[src/rfc_pkg.sv]
// ----------------------------------------------------------------------------
// rfc_pkg
// shared types, register map and crc helper for the rtu response frame checker
// ----------------------------------------------------------------------------
package rfc_pkg;

    localparam int unsigned ADDR_W     = 5;
    localparam int unsigned MIN_FRAME  = 5;
    localparam int unsigned FIFO_DEPTH = 4;
    localparam logic [7:0]  FUNC_MASK  = 8'h7F;
    localparam logic [15:0] CRC_INIT   = 16'hFFFF;
    localparam logic [15:0] CRC_POLY   = 16'hA001;

    typedef enum logic [2:0] {
        REG_CHECK_UNIT       = 3'd0,
        REG_CHECK_FUNCTION   = 3'd1,
        REG_EXPECTED_UNIT    = 3'd2,
        REG_REQUEST_FUNCTION = 3'd3,
        REG_MAX_PDU_LENGTH   = 3'd4
    } reg_index_t;

    typedef enum logic [2:0] {
        ST_OK        = 3'd0,
        ST_TOO_SHORT = 3'd1,
        ST_CRC_ERR   = 3'd2,
        ST_BAD_RESP  = 3'd3,
        ST_EXCEPTION = 3'd4,
        ST_TOO_LONG  = 3'd5
    } status_t;

    typedef struct packed {
        logic [7:0] rx_byte;
        logic       frame_end;
    } item_t;

    typedef struct packed {
        logic       item_kind;
        logic [7:0] pdu_byte;
        logic [2:0] status;
        logic [7:0] unit_seen;
        logic [6:0] function_seen;
        logic [7:0] exc_code;
        logic [7:0] pdu_length;
        logic       last_item;
    } result_t;

    typedef struct packed {
        logic       check_unit;
        logic       check_function;
        logic [7:0] expected_unit;
        logic [7:0] request_function;
        logic [7:0] max_pdu_length;
    } cfg_t;

    // up to two results per accepted byte, written in order
    typedef struct packed {
        logic    v0;
        result_t d0;
        logic    v1;
        result_t d1;
    } push_t;

    // bytewise crc-16 update, reflected polynomial
    function automatic logic [15:0] crc16_feed(input logic [15:0] crc, input logic [7:0] b);
        logic [15:0] c;
        c = crc ^ {8'h00, b};
        for (int k = 0; k < 8; k++)
        begin
            c = c[0] ? ((c >> 1) ^ CRC_POLY) : (c >> 1);
        end
        return c;
    endfunction

endpackage

[src/rtu_response_frame_checker_unit.sv]
// ----------------------------------------------------------------------------
// rtu_response_frame_checker_unit
// checks a received rtu response frame byte by byte and reports its status
// ----------------------------------------------------------------------------
//  channel   direction  handshake                      payload
//  item      in         item_valid / item_ready        item_t (rx_byte, frame_end)
//  result    out        result_valid / result_ready    result_t
//  config    in         apb psel/penable/pwrite/pready 32-bit registers at 4*i
//
//  one byte is taken per cycle unless stalled; it is held in the input
//  register, then the pdu byte from two bytes back and, on frame end, the
//  status item enter a four-entry queue; a byte with both results fills two
//  entries; the input stalls only while the queue has fewer than two free
//  entries; reset clears the frame state and queue; no clearing pass is needed
// ----------------------------------------------------------------------------
module rtu_response_frame_checker_unit #(
    parameter int MAX_FRAME = 256
) (
    input  logic                       clk,
    input  logic                       rst_n,
    input  logic                       item_valid,
    output logic                       item_ready,
    input  rfc_pkg::item_t             item_data,
    output logic                       result_valid,
    input  logic                       result_ready,
    output rfc_pkg::result_t           result_data,
    input  logic                       psel,
    input  logic                       penable,
    input  logic                       pwrite,
    input  logic [rfc_pkg::ADDR_W-1:0] paddr,
    input  logic [31:0]                pwdata,
    output logic [31:0]                prdata,
    output logic                       pready
);
    import rfc_pkg::*;

    cfg_t  cfg;
    push_t push;
    logic  room;

    rfc_regs u_regs (
        .clk     (clk),
        .rst_n   (rst_n),
        .psel    (psel),
        .penable (penable),
        .pwrite  (pwrite),
        .paddr   (paddr),
        .pwdata  (pwdata),
        .prdata  (prdata),
        .pready  (pready),
        .cfg     (cfg)
    );

    rfc_core #(
        .MAX_FRAME (MAX_FRAME)
    ) u_core (
        .clk        (clk),
        .rst_n      (rst_n),
        .item_valid (item_valid),
        .item_ready (item_ready),
        .item_data  (item_data),
        .cfg        (cfg),
        .room       (room),
        .push       (push)
    );

    rfc_fifo u_fifo (
        .clk          (clk),
        .rst_n        (rst_n),
        .push         (push),
        .room         (room),
        .result_valid (result_valid),
        .result_ready (result_ready),
        .result_data  (result_data)
    );

endmodule

[src/rfc_regs.sv]
// ----------------------------------------------------------------------------
// rfc_regs
// apb register file holding the checker configuration
// ----------------------------------------------------------------------------
module rfc_regs (
    input  logic                       clk,
    input  logic                       rst_n,
    input  logic                       psel,
    input  logic                       penable,
    input  logic                       pwrite,
    input  logic [rfc_pkg::ADDR_W-1:0] paddr,
    input  logic [31:0]                pwdata,
    output logic [31:0]                prdata,
    output logic                       pready,
    output rfc_pkg::cfg_t              cfg
);
    import rfc_pkg::*;

    cfg_t       cfg_reg;
    cfg_t       cfg_next;
    logic [2:0] idx;

    assign idx    = paddr[ADDR_W-1:2];
    assign pready = 1'b1;
    assign cfg    = cfg_reg;

    always_comb
    begin
        cfg_next = cfg_reg;
        if (psel && penable && pwrite)
        begin
            unique case (idx)
                REG_CHECK_UNIT:       cfg_next.check_unit       = pwdata[0];
                REG_CHECK_FUNCTION:   cfg_next.check_function   = pwdata[0];
                REG_EXPECTED_UNIT:    cfg_next.expected_unit    = pwdata[7:0];
                REG_REQUEST_FUNCTION: cfg_next.request_function = pwdata[7:0];
                REG_MAX_PDU_LENGTH:   cfg_next.max_pdu_length   = pwdata[7:0];
                default:              cfg_next = cfg_reg;
            endcase
        end
    end

    always_comb
    begin
        unique case (idx)
            REG_CHECK_UNIT:       prdata = {31'd0, cfg_reg.check_unit};
            REG_CHECK_FUNCTION:   prdata = {31'd0, cfg_reg.check_function};
            REG_EXPECTED_UNIT:    prdata = {24'd0, cfg_reg.expected_unit};
            REG_REQUEST_FUNCTION: prdata = {24'd0, cfg_reg.request_function};
            REG_MAX_PDU_LENGTH:   prdata = {24'd0, cfg_reg.max_pdu_length};
            default:              prdata = 32'd0;
        endcase
    end

    always_ff @(posedge clk or negedge rst_n)
    begin
        if (!rst_n)
        begin
            cfg_reg.check_unit       <= 1'b0;
            cfg_reg.check_function   <= 1'b0;
            cfg_reg.expected_unit    <= 8'd1;
            cfg_reg.request_function <= 8'd3;
            cfg_reg.max_pdu_length   <= 8'd253;
        end
        else
        begin
            cfg_reg <= cfg_next;
        end
    end

endmodule

[src/rfc_core.sv]
// ----------------------------------------------------------------------------
// rfc_core
// input register, frame state, crc and status evaluation
// ----------------------------------------------------------------------------
module rfc_core #(
    parameter int MAX_FRAME = 256
) (
    input  logic            clk,
    input  logic            rst_n,
    input  logic            item_valid,
    output logic            item_ready,
    input  rfc_pkg::item_t  item_data,
    input  rfc_pkg::cfg_t   cfg,
    input  logic            room,
    output rfc_pkg::push_t  push
);
    import rfc_pkg::*;

    localparam int CW = $clog2(MAX_FRAME + 2);
    localparam logic [CW-1:0] CNT_SAT = CW'(MAX_FRAME + 1);
    localparam logic [CW-1:0] CNT_MAX = CW'(MAX_FRAME);

    logic        s1_valid_reg;
    logic [7:0]  s1_byte_reg;
    logic        s1_end_reg;
    logic        advance;

    logic [15:0]   crc_reg, crc_next;
    logic [7:0]    older_reg, older_next;
    logic [7:0]    newer_reg, newer_next;
    logic [CW-1:0] count_reg, count_next;
    logic [7:0]    unit_reg, unit_next;
    logic [7:0]    func_reg, func_next;
    logic [7:0]    third_reg, third_next;

    logic [15:0]   crc_cur;
    logic [7:0]    unit_cur, func_cur, third_cur;
    logic [CW-1:0] cnt_inc;
    logic [15:0]   n_wide, plen_wide;
    logic [15:0]   got;
    status_t       st;

    assign advance    = s1_valid_reg && room;
    assign item_ready = !s1_valid_reg || advance;

    always_ff @(posedge clk or negedge rst_n)
    begin
        if (!rst_n)
        begin
            s1_valid_reg <= 1'b0;
        end
        else if (item_ready)
        begin
            s1_valid_reg <= item_valid;
        end
    end

    always_ff @(posedge clk)
    begin
        if (item_ready && item_valid)
        begin
            s1_byte_reg <= item_data.rx_byte;
            s1_end_reg  <= item_data.frame_end;
        end
    end

    always_comb
    begin
        unit_cur  = (count_reg == CW'(0)) ? s1_byte_reg : unit_reg;
        func_cur  = (count_reg == CW'(1)) ? s1_byte_reg : func_reg;
        third_cur = (count_reg == CW'(2)) ? s1_byte_reg : third_reg;
        crc_cur   = (count_reg >= CW'(2)) ? crc16_feed(crc_reg, older_reg) : crc_reg;
        cnt_inc   = (count_reg < CNT_SAT) ? count_reg + CW'(1) : count_reg;
        n_wide    = 16'(cnt_inc);
        plen_wide = n_wide - 16'd3;
        // trailing two bytes, low byte first
        got       = {s1_byte_reg, newer_reg};

        priority if (n_wide < 16'(MIN_FRAME))
            st = ST_TOO_SHORT;
        else if (got != crc_cur)
            st = ST_CRC_ERR;
        else if (cfg.check_unit && (unit_cur != cfg.expected_unit))
            st = ST_BAD_RESP;
        else if (cfg.check_function && ((func_cur & FUNC_MASK) != cfg.request_function))
            st = ST_BAD_RESP;
        else if (func_cur[7])
            st = ST_EXCEPTION;
        else if ((cnt_inc > CNT_MAX) || (plen_wide > 16'(cfg.max_pdu_length)))
            st = ST_TOO_LONG;
        else
            st = ST_OK;
    end

    always_comb
    begin
        push = '0;
        push.v0          = advance && (count_reg >= CW'(3));
        push.d0.pdu_byte = older_reg;
        push.v1                   = advance && s1_end_reg;
        push.d1.item_kind         = 1'b1;
        push.d1.status            = st;
        push.d1.unit_seen         = unit_cur;
        push.d1.function_seen     = func_cur[6:0];
        push.d1.exc_code          = (st == ST_EXCEPTION) ? third_cur : 8'd0;
        push.d1.pdu_length        = (st == ST_OK) ? plen_wide[7:0] : 8'd0;
        push.d1.last_item         = 1'b1;
    end

    always_comb
    begin
        crc_next   = crc_reg;
        older_next = older_reg;
        newer_next = newer_reg;
        count_next = count_reg;
        unit_next  = unit_reg;
        func_next  = func_reg;
        third_next = third_reg;
        if (advance)
        begin
            if (s1_end_reg)
            begin
                crc_next   = CRC_INIT;
                older_next = 8'd0;
                newer_next = 8'd0;
                count_next = '0;
                unit_next  = 8'd0;
                func_next  = 8'd0;
                third_next = 8'd0;
            end
            else
            begin
                crc_next   = crc_cur;
                older_next = newer_reg;
                newer_next = s1_byte_reg;
                count_next = cnt_inc;
                unit_next  = unit_cur;
                func_next  = func_cur;
                third_next = third_cur;
            end
        end
    end

    always_ff @(posedge clk or negedge rst_n)
    begin
        if (!rst_n)
        begin
            crc_reg   <= CRC_INIT;
            older_reg <= 8'd0;
            newer_reg <= 8'd0;
            count_reg <= '0;
            unit_reg  <= 8'd0;
            func_reg  <= 8'd0;
            third_reg <= 8'd0;
        end
        else
        begin
            crc_reg   <= crc_next;
            older_reg <= older_next;
            newer_reg <= newer_next;
            count_reg <= count_next;
            unit_reg  <= unit_next;
            func_reg  <= func_next;
            third_reg <= third_next;
        end
    end

endmodule

[src/rfc_fifo.sv]
// ----------------------------------------------------------------------------
// rfc_fifo
// small result queue taking up to two results per cycle, one out per cycle while ready
// ----------------------------------------------------------------------------
module rfc_fifo (
    input  logic             clk,
    input  logic             rst_n,
    input  rfc_pkg::push_t   push,
    output logic             room,
    output logic             result_valid,
    input  logic             result_ready,
    output rfc_pkg::result_t result_data
);
    import rfc_pkg::*;

    localparam int PW = $clog2(FIFO_DEPTH);
    localparam int CW = $clog2(FIFO_DEPTH + 1);

    result_t       mem_reg [FIFO_DEPTH];
    logic [PW-1:0] wr_reg, wr_next;
    logic [PW-1:0] rd_reg, rd_next;
    logic [CW-1:0] count_reg, count_next;
    logic [PW-1:0] wr_second;
    logic          pop;

    assign room         = count_reg <= CW'(FIFO_DEPTH - 2);
    assign result_valid = count_reg != '0;
    assign result_data  = mem_reg[rd_reg];
    assign pop          = result_valid && result_ready;
    assign wr_second    = wr_reg + PW'(push.v0);

    always_comb
    begin
        wr_next    = wr_reg + PW'(push.v0) + PW'(push.v1);
        rd_next    = rd_reg + PW'(pop);
        count_next = count_reg + CW'(push.v0) + CW'(push.v1) - CW'(pop);
    end

    always_ff @(posedge clk)
    begin
        if (push.v0)
        begin
            mem_reg[wr_reg] <= push.d0;
        end
        if (push.v1)
        begin
            mem_reg[wr_second] <= push.d1;
        end
    end

    always_ff @(posedge clk or negedge rst_n)
    begin
        if (!rst_n)
        begin
            wr_reg    <= '0;
            rd_reg    <= '0;
            count_reg <= '0;
        end
        else
        begin
            wr_reg    <= wr_next;
            rd_reg    <= rd_next;
            count_reg <= count_next;
        end
    end

endmodule

[config.mk]
export PLATFORM = sky130hd
export DESIGN_NAME = rtu_response_frame_checker_unit
export DESIGN_NICKNAME = d
export VERILOG_FILES = /design/src/rfc_pkg.sv /design/src/rtu_response_frame_checker_unit.sv /design/src/rfc_regs.sv /design/src/rfc_core.sv /design/src/rfc_fifo.sv
export SDC_FILE = /design/constraint.sdc
export NUM_CORES = 1
export LEC_CHECK = 0
export ABC_AREA = 1
export ABC_CLOCK_PERIOD_IN_PS = 9890
export BUFFER_PORTS_ARGS = -buffer_cell sky130_fd_sc_hd__buf_2
export CORE_UTILIZATION = 55
export CTS_CLUSTER_DIAMETER = 50
export DETAILED_ROUTE_END_ITERATION = 8
export PLACE_DENSITY = 0.84
export SKIP_CTS_REPAIR_TIMING = 1
export SYNTH_ARGS = -nofsm -noshare
export SYNTH_HDL_FRONTEND = slang
export SYNTH_SLANG_ARGS = --single-unit
[constraint.sdc]
create_clock -name clk -period 9.89 [get_ports clk]
set_input_delay 2.4725 -clock clk [delete_from_list [all_inputs] [get_ports clk]]
set_output_delay 2.4725 -clock clk [all_outputs]
set_load 0.005 [all_outputs]
## After elaboration in Yosys (flattened, before gate mapping)

Memories as Yosys holds them, arrays and structs flattened.
Cells that the tools add are included.

- Register bits after elaboration: 108
- Bits in writable memories: 176
- Input bits: 53
- Output and inout port bits: 79
- Logic and storage cells: 107
- Memories kept: 1

Memories:

| memory | words | bits a word | read ports | clocked after memory_dff | write ports | RTL line | source |
|---|---|---|---|---|---|---|---|
| u_fifo.mem_reg | 4 | 44 | 1 | 0 | 2 | rfc_fifo.sv:19 | `result_t mem_reg [FIFO_DEPTH];` |

- Add/subtract/negate cells: 8
- Magnitude comparators: 7
- Equality and inequality tests: 10
- Multiplexer cells: 33
- Bitwise gates (word level): 9
- Reduce and logical (&&, ||, !) cells: 21

Operators with widths:

| operator | count |
|---|---|
| 16-bit 2-to-1 mux | 10 |
| 8-bit 2-to-1 mux | 10 |
| 8-bit case mux with 5 select lines | 1 |
| 2-bit inverter with 3-bit output | 8 |
| 9-bit by 2-bit greater-or-equal comparator with 1-bit output (second input constant) | 2 |
| 3-bit 2-to-1 mux | 6 |
| 9-bit 2-to-1 mux | 2 |
| 16-bit by 8-bit > comparator with 1-bit output | 1 |
| 16-bit inequality test | 1 |
| 16-bit by 8-bit XOR with 16-bit output | 1 |
| 2-bit AND reduction | 5 |
| 9-bit by 2-bit subtractor with 10-bit output (second input constant) | 1 |
| 9-bit by 1-bit adder with 9-bit output (second input constant) | 1 |
| 9-bit by 1-bit == test with 1-bit output (second input constant) | 1 |
| 9-bit by 2-bit == test with 1-bit output (second input constant) | 1 |
| 9-bit > comparator (second input constant) | 1 |
| 1-bit logical AND | 9 |
| 9-bit logical NOT | 1 |
| 9-bit by 3-bit less-than comparator with 1-bit output (second input constant) | 1 |
| 9-bit less-than comparator (second input constant) | 1 |
| 7-bit by 8-bit inequality test with 1-bit output | 1 |
| 8-bit inequality test | 1 |
| 2-bit by 1-bit adder with 2-bit output | 3 |
| 3-bit by 1-bit adder with 3-bit output | 2 |
| 10 further kinds | 17 |

## Depth between registers and ports, before layout

- Depth after elaboration: 23
- Mapped depth: 26
- Depth with buffers taken out: 24

## By module

A second synthesis with hierarchy kept.

- Cells, all modules: 2141
- Area total of the unflattened synthesis: 16931.2 µm²

Modules (own cells, without submodules):

| module | times used | cells each | area each (µm²) |
|---|---|---|---|
| rfc_fifo | 1 | 1146 | 9841.9 |
| rfc_core | 1 | 805 | 5607.9 |
| rfc_regs | 1 | 190 | 1481.4 |

## Least setup slack after synthesis

No wires, ideal clock.

- Path kind: input-to-output
- Start point: input paddr[3] (netlist name)
- End point: output prdata[1]
- Data arrival time: 3250 ps
- Setup slack: 4168 ps
- Stages on the path: 4
- Buffers on the path: 0
- Path through: inv_1 -> nor3_1 -> nand2_1 -> o211ai_1

- Longest elaborated chain between the ends: 2
- Elaborated cells on any way between the ends: 6
- Classes of those cells: 4 x eq/ne; 1 x mux; 1 x reduce/logical

RTL lines:

| element | RTL line | source |
|---|---|---|
| start, declared | rtu_response_frame_checker_unit.sv:30 | `input logic [rfc_pkg::ADDR_W-1:0] paddr,` |
| 3-bit == test, or another cell as far along | rfc_regs.sv:45 | `unique case (idx)` |
| 8-bit case mux with 5 select lines (*) | rfc_regs.sv:45 |  |
| end, declared | rtu_response_frame_checker_unit.sv:32 | `output logic [31:0] prdata,` |

Every way passes the cells marked *; elsewhere a longest branch is shown, timed or not.

## Worst setup path after layout

- Start point: input paddr[3] (netlist name)
- End point: output prdata[3]

Same word-level chain as after synthesis.

==> implementation parameters <==
Parameter                              Value

Run status
  Result of the run ... finished, final reports clean

Critical path
  Start point of the critical path ... paddr[3]
  Element type at the critical path start ... input port
  Largest fanout on the critical path ... 9
  Arrival time worst endpoint ... 3.87 ns
  Crit path kind ... input port to primary output
  CP endpoint kind ... primary output
  R2R Path Start ... u_core.count_reg[2]$_DFFE_PN0P_
  Required time worst endpoint ... 7.42 ns

Synth
  Post-synthesis sequential area ratio ... 0.540
  Netlist Area Pre-Place ... 14000 sq um
  Yosys Warn Count ... 0
  Mean cell area of the mapped netlist ... 8.63 sq um
  Proportion of synthesized flip-flops having asynchronous set or reset ... 0.354
  Yosys cell types ... 48
  Gate count after technology mapping ... 1627
  Most used flip-flop cell after synthesis ... sky130_fd_sc_hd__edfxtp_1
  Number of synthesized flops with an enable pin ... 145
  Flops & latches, synth ... 280

Clock tree
  Clock network latency to the later pin of the worst-skew pair ... 0.57 ns
  Clock tree root buffer cell ... sky130_fd_sc_hd__clkbuf_16
  H-tree Lvls ... 1
  Total number of clock tree sinks ... 280
  Clk buf depth ... 3
  Number of CTS-inserted buffers ... 29
  Register clock-pin slew on the reported worst setup and hold paths ... 0.06 ns
  TritonCTS clock tree ... yes

Floorplan
  Chip width ... 162 um
  Site row count ... 58
  Initial standard-cell utilization of the core ... 0.559
  Height of the chip ... 162 um
  Area of the die ... 26200 sq um
  IO Pins ... 132
  Core Box Area ... 25100 sq um

Layout
  Final non-filler cell area ... 15500 sq um
  Number of flip-flops under the largest register name ... 172
  Proportion of layout cells with a drive suffix above 1 ... 0.128
  Area of the multi-input gates ... 5450 sq um
  Diodes inserted ... 0
  Fill cell instance count of the final layout ... 2110
  Post-route insts no fill ... 2036
  Count of nets after finishing ... 1757
  Layout overhead on the synthesized area ... 10.5%
  Finished Core Util ... 0.618
  Storage cell area ... 7590 sq um

Run
  Max-cap violations ... 0

Timing
  Relative slew slack ... 0.309
  Timing-limited maximum frequency ... 158 MHz
  Min Tclk post-route ... 6.35 ns
  Setup clock skew after layout ... 0.0136 ns
  Setup violation total in the final timing report ... 0
  Share of the clock period used by the worst path ... 0.642
  Summed negative setup slack over all endpoints ... 0 ns
  RSZ-0062 raised after global routing ... false
  Final hold violations ... 0
  Slew of the pin with the lowest slew margin ... 1.03 ns
  Pins over their slew limit ... 0

Pwr
  Power density of the placed cells ... 315 nW/um^2
  Lkg Pwr ... 6.61 nW
  Worst voltage drop across the vdd grid ... 168 uV

Worst hold path
  Min-Delay Path Class ... register to register
  Hold Startpoint ... u_fifo.mem_reg[1][0]$_SDFFE_PP1P_

Global routing
  Vias in the first global route ... 11092
  Antenna violations before repair ... 0
  Global-route wire length before repair ... 55.5 mm
  Total Routing Usage GR ... 0.268
  Global-route congestion overflow total ... 0
  Pin count of the biggest net entering global routing ... 89

Routing
  Antenna Nets Post-Route ... 0
  Mean number of vias per cell ... 5.68
  DRT iter0 DRCs ... 1218
  Count of vias placed by the detailed router ... 11558
  First-pass iteration count of the detailed router ... 6
  Remaining routing DRC violations ... 0
  Routed WL ... 34.8 mm
  Final routed wire length divided by cell count ... 17.1 um

Place
  Cell area after placement ... 14600 sq um
  HPWL reported at the end of detailed placement ... 22.3 mm
  Dpl cells ... 1982
  Total of buffers placed on input and output ports ... 80
  RD Place Congestion ... 0.947
[cells in the final DEF (no fill, tap or decap), types with 5 or more instances in the layout]
master,Yosys,routed
sky130_fd_sc_hd__buf_2,3,79
sky130_fd_sc_hd__o22ai_1,85,85
sky130_fd_sc_hd__nor3_1,16,16
sky130_fd_sc_hd__nand2_1,323,323
sky130_fd_sc_hd__nand3b_1,9,9
sky130_fd_sc_hd__o221ai_1,6,6
sky130_fd_sc_hd__buf_4,27,20
sky130_fd_sc_hd__dfrtp_1,73,72
sky130_fd_sc_hd__nand3_4,6,6
sky130_fd_sc_hd__nor2_1,251,250
sky130_fd_sc_hd__o21ai_0,180,180
sky130_fd_sc_hd__clkbuf_16,0,29
sky130_fd_sc_hd__o211ai_1,6,6
sky130_fd_sc_hd__dfxtp_1,36,36
sky130_fd_sc_hd__edfxtp_1,145,145
sky130_fd_sc_hd__a21oi_1,38,38
sky130_fd_sc_hd__xor2_1,10,10
sky130_fd_sc_hd__dfstp_2,26,26
sky130_fd_sc_hd__nand3_1,73,73
sky130_fd_sc_hd__ha_1,19,19
sky130_fd_sc_hd__conb_1,2,25
sky130_fd_sc_hd__nand2_2,6,6
sky130_fd_sc_hd__nand4_1,5,5
sky130_fd_sc_hd__clkinv_1,5,5
sky130_fd_sc_hd__xnor2_1,7,7
sky130_fd_sc_hd__o21ai_1,6,6
sky130_fd_sc_hd__nor2_2,12,12
sky130_fd_sc_hd__clkbuf_1,64,7
sky130_fd_sc_hd__inv_2,6,7
sky130_fd_sc_hd__inv_1,152,151
[cells by family (layout without fill, tap and decap cells)]
group | after synthesis | count (layout) | synth area share
compound gates | 334 | 334 | 0.133
xor+xnor | 17 | 17 | 0.0106
other cells | 2 | 25 | 0.000535
fa+ha+maj | 21 | 21 | 0.0198
simple gates | 713 | 713 | 0.217
flops | 280 | 280 | 0.540
buf+inv | 260 | 316 | 0.0786
[where the power goes]
part	switching [mW]	internal (mW)
logic	1.48	0.672
registers	0.147	1.54
clock network	0.457	0.587
[worst max-delay path: stages]
cell and delay (ns):
sky130_fd_sc_hd__buf_2 0.10, sky130_fd_sc_hd__inv_1 0.06, sky130_fd_sc_hd__nor3_1 0.82, sky130_fd_sc_hd__nand2_1 0.12, sky130_fd_sc_hd__o221ai_1 0.14, sky130_fd_sc_hd__buf_2 0.16
[path summary, 6_finish.rpt]
| path | endpoint | slack (ns) | cells after the start |
|---|---|---|---|
| max | prdata[3] | 3.54 | 6 |
| min in group asynchronous | u_fifo.count_reg[2]$_DFF_PN0_ | 1.87 | 1 |
| max reg2reg | u_fifo.mem_reg[1][10]$_DFFE_PP_ | 4.97 | 24 |
| min reg2reg | u_fifo.mem_reg[1][0]$_SDFFE_PP1P_ | 0.44 | 2 |
| min | u_fifo.mem_reg[1][0]$_SDFFE_PP1P_ | 0.44 | 2 |
| max in group asynchronous | u_core.unit_reg[0]$_DFFE_PN0P_ | 6.83 | 2 |
[layout make-up]
class                           count  area share
Sequential cell                   280       0.489
Tap cell                          330      0.0266
Multi-Input combinational cell   1110       0.351
Clock buffer                       45      0.0538
Timing Repair Buffer               99      0.0352
Clock inverter                      9     0.00492
Inverter                          163      0.0394
[per-stage QoR]
step	setup WS, ns	hold slack (ns)	power, mW
2_1_floorplan	4.17	0.414	3.15
3_3_place_gp	3.64	0.423	3.71
3_5_place_dp	3.59	0.427	3.80
4_1_cts	3.58	0.443	4.85
5_1_grt	3.45	0.478	5.19
6_report	3.54	0.445	4.88
[synthesized netlist by cell type (7+ instances only)]
| library cell | n | area (sq um) |
|---|---|---|
| sky130_fd_sc_hd__nor2_1 | 251 | 942 |
| sky130_fd_sc_hd__a21oi_1 | 38 | 190 |
| sky130_fd_sc_hd__nor2_2 | 12 | 75.1 |
| sky130_fd_sc_hd__inv_1 | 152 | 571 |
| sky130_fd_sc_hd__ha_1 | 19 | 238 |
| sky130_fd_sc_hd__dfxtp_1 | 36 | 721 |
| sky130_fd_sc_hd__dfstp_2 | 26 | 683 |
| sky130_fd_sc_hd__nor3_1 | 16 | 80.1 |
| sky130_fd_sc_hd__nand3_1 | 73 | 365 |
| sky130_fd_sc_hd__dfrtp_1 | 73 | 1830 |
| sky130_fd_sc_hd__nand2_1 | 323 | 1210 |
| sky130_fd_sc_hd__buf_4 | 27 | 203 |
| sky130_fd_sc_hd__nand3b_1 | 9 | 67.6 |
| sky130_fd_sc_hd__o21ai_0 | 180 | 901 |
| sky130_fd_sc_hd__xnor2_1 | 7 | 61.3 |
| sky130_fd_sc_hd__o22ai_1 | 85 | 532 |
| sky130_fd_sc_hd__edfxtp_1 | 145 | 4350 |
| sky130_fd_sc_hd__xor2_1 | 10 | 87.6 |
| sky130_fd_sc_hd__clkbuf_1 | 64 | 240 |
[metal layers]
metal | global-route usage | vias to the layer above | routed length (um)
met4 | 0.101 | 0 | 998
met5 | 0 | - | 0
met3 | 0.0375 | 64 | 2710
met2 | 0.451 | 482 | 16900
met1 | 0.352 | 5510 | 14200
li1 | - | 5502 | -
No activity file was read; power rests on OpenSTA's default activity.
